`config.mk`:
```
export PLATFORM = sky130hd
export DESIGN_NAME = opbd_ram
export DESIGN_NICKNAME = d
export VERILOG_FILES = /design/src/sv/opbd_ram.sv
export SDC_FILE = /design/constraint.sdc
export NUM_CORES = 2
export LEC_CHECK = 0
export BUFFER_PORTS_ARGS = -buffer_cell sky130_fd_sc_hd__clkbuf_2
export CAP_MARGIN = 0
export CELL_PAD_IN_SITES_DETAIL_PLACEMENT = 0
export CELL_PAD_IN_SITES_GLOBAL_PLACEMENT = 2
export CORE_MARGIN = 10
export CORE_UTILIZATION = 50
export DETAILED_ROUTE_END_ITERATION = 12
export PLACE_DENSITY_LB_ADDON = 0.1
export REMOVE_ABC_BUFFERS = 1
export SLEW_MARGIN = 20
export SYNTH_ARGS = -nofsm -noshare
export SYNTH_HDL_FRONTEND = slang
export SYNTH_SLANG_ARGS = --single-unit
```
`constraint.sdc`:
```
create_clock -name clk -period 6.4 [get_ports clk]
set_clock_uncertainty 0.15 [all_clocks]
set_input_delay 0.32 -clock clk [delete_from_list [all_inputs] [get_ports clk]]
set_output_delay 0.32 -clock clk [all_outputs]
set_load 0.05 [all_outputs]
```
`src/sv/opbd_ram.sv`:
```
module opbd_ram #(
    parameter int WIDTH = 64,
    parameter int DEPTH = 64
) (
    input  logic                     clk,
    input  logic                     we,
    input  logic [$clog2(DEPTH)-1:0] waddr,
    input  logic [WIDTH-1:0]         wdata,
    input  logic                     re,
    input  logic [$clog2(DEPTH)-1:0] raddr,
    output logic [WIDTH-1:0]         rdata
);

    logic [WIDTH-1:0] mem [DEPTH];

    always_ff @(posedge clk)
    begin
        if (we)
        begin
            mem[waddr] <= wdata;
        end
        if (re)
        begin
            rdata <= mem[raddr];
        end
    end

endmodule

```
==> impl_metrics.ini <==
[floorplanning]
rows = 205
chipWidth_um = 580.3
die_area_mm2 = 0.3368
initial_core_util = 0.5029
dieHeight_um = 580.3
pin_count = 143
core_mm2 = 0.3122

[sta]
setup_violations = 0
hold_ws_ns = -0.05158
rsz0062_at_grt = false
post-route-period-util = 0.5320
fin_setup_tns_ns = 0
hold_violations = 221
fmax_ghz = 0.2937
maxSlewHeadroom = 0.1992
worst_pin_slew_ns = 1.198
min_period_ns = 3.405
maxSlewViolCount = 0

[synth]
synth_flop_cell = edfxtp_1
synth_cells = 6598
yosysSeqAreaShare = 0.7957
synth_area_per_cell_um2 = 23.79
async_reset_ff_frac = 0
synthTopCellsByArea = edfxtp_1 80%, mux4_2 15%, mux2i_1 0.86%, a22oi_1 0.80%, buf_2 0.54%
ys_seq_elements = 4160
yosys.area.top_type = edfxtp_1
synth.most_common_cell = edfxtp_1
synth_commonest_cells = 4160 x edfxtp_1, 1024 x mux4_2, 170 x buf_2
ys_types = 32
synthesis.area_mm2 = 0.1570
yosys_warnings = 0
synth_edf_count = 4160
synth_top_area_share = 0.7957

[critical_path]
critPathRequiredTime_ns = 6.82
max_stage_delay_ns = 1.17
path_class = in2reg
critical-path-slowest-cell = nor2_4
critPathMaxFanout = 24
path_buf_inv = 3
cp.arrival_ns = 3.82
crit_chain = dlygate4sd3_1, clkbuf_2, nand4_1, nor2_4, buf_4
worstSetupEndpointType = register
cp_top_family = simple AND/OR/NAND/NOR gates
start_kind = input port

[cts]
cts-root-buf = clkbuf_16
ctsResizeCount = 0
cts_setup_buffers = 0
path_clk_slew_ns = 0.06
clock_path_buffers = 4
clock_sinks = 4160
htree_levels = 5
clock_latency_ns = 0.96
cts_tree = built
cts_buffers = 425

[layout]
layout-drive-gt1-share = 0.2784
nets = 7148
syn_to_final_growth_pct = 13.44
num-fill-cells = 22692
final-instance-count-excl-fill = 11570
utilization = 0.5705

[placed_design]
gp_congestion = 0.7541
place_inst = 10726
port_buffers = 142
dp_hpwl_um = 229000

[outcome]
status = finished, violations left
violations = hold timing

[grt]
grt_pass1_wl_um = 606200
grt.overflow.total = 0
grt_pass1_vias = 76243
gr-usage-all-layers = 0.2523
grt_max_degree = 120
antenna_found_initial = 25

[power_and_ir_drop]
p_total_uw = 57100
leakage_uw = 0.05541
vdd_drop_max_uv = 267.8
power_density_mw_per_mm2 = 320.6

[drt]
first_pass_iters = 5
routed_wl_um = 432600
route.detailed.drc = 0
routedWlPerCell_um = 37.39
vias = 75004
antenna_left = 0
vias_per_cell = 6.483
drt_iter0_markers = 8602

[job]
max-cap-violations = 0

[min_path]
hold_path.class = in2reg
[cell type report]
class	instances	area, um2	area share
sequential	4160	124900	0.7014
multi-input combinational	2049	30780	0.1728
clock buffer	532	11120	0.06245
tap	4140	5180	0.02909
timing repair buffer	414	3630	0.02038
clock inverter	246	2362	0.01326
inverter	19	71.32	0.0004005
antenna	10	25.02	0.0001405
[cell usage in the layout (no fill, tap or decap), drive strengths merged, types with 3 or more instances in the layout]
cell type	n
inv	26
or2	28
and3	64
a41oi	26
bufinv	34
a2bb2oi	19
nand2b	11
mux4	1024
a31oi	18
clkbuf	625
nand3	45
edfxtp	4160
a22oi	168
nor2b	28
and2	3
buf	266
or3	29
clkinvlp	4
clkinv	201
nor2	112
o22ai	83
o221ai	38
dlygate4sd3	55
diode	10
nand2	58
mux2i	135
a22o	88
a211oi	63
[repair_timing]
action,in CTS,in global routing
hold buffers,23,32
hold endpoints to repair,1248,1466
endpoints found under the setup margin,0,0
[flip-flops by register name (all words and copies together), names as in the netlist]
| name | flops |
|---|---|
| mem | 4096 |
| rdata | 64 |
[worst reg2reg max path: stages (launching register included)]
cell	delay, ns
edfxtp_1	0.37
mux4_2	0.46
nor2b_1	0.16
a211oi_1	0.46
o22ai_1	0.31
and3_1	0.23
[worst paths after layout]
path                from          end  slack (ns)  cells past startpoint
max             waddr[1]  mem[63][11]        3.00                      5
min            wdata[33]   mem[0][33]       -0.05                      1
max reg2reg   mem[9][32]    rdata[32]        4.01                      5
min reg2reg  mem[62][44]    rdata[44]        0.76                      4
[stage by stage]
stage / worst slack [ns] / cell area, um2 / hold WS, ns
after floorplan: 0.6303 / 155200 / 0.2689
after global placement: 2.319 / 163900 / 0.7271
after detailed placement: 2.410 / 164000 / 0.7504
after CTS: 3.147 / 177700 / 0.02880
after global routing: 3.026 / 178100 / 0.001456
final: 2.995 / 178100 / -0.05158
[layer usage]
layer  track usage  part of all wire  vias to the layer above
met3       0.03812             0.071                      574
met1        0.3619              0.41                    41785
met5             0          0.000090                        -
li1              -                 -                    29545
met2        0.4149              0.49                     3094
met4       0.05791             0.024                        6
[cell families after synthesis]
| kind of cell | share of synthesized area |
|---|---|
| AO/OA/AOI/OAI | 0.02467 |
| AND/OR/NAND/NOR | 0.01235 |
| multiplexers | 0.1555 |
| buffers and inverters | 0.01176 |
| flip-flops | 0.7957 |
[report_power, final]
part | internal [uW] | switching, uW | leakage, uW
Sequential | 30200 | 81.8 | 0.0375
Combinational | 953 | 1760 | 0.0113
Clock | 13700 | 10400 | 0.00659
Total | 44900 | 12200 | 0.0554
Note: power is estimated with default switching activity, not from simulation.
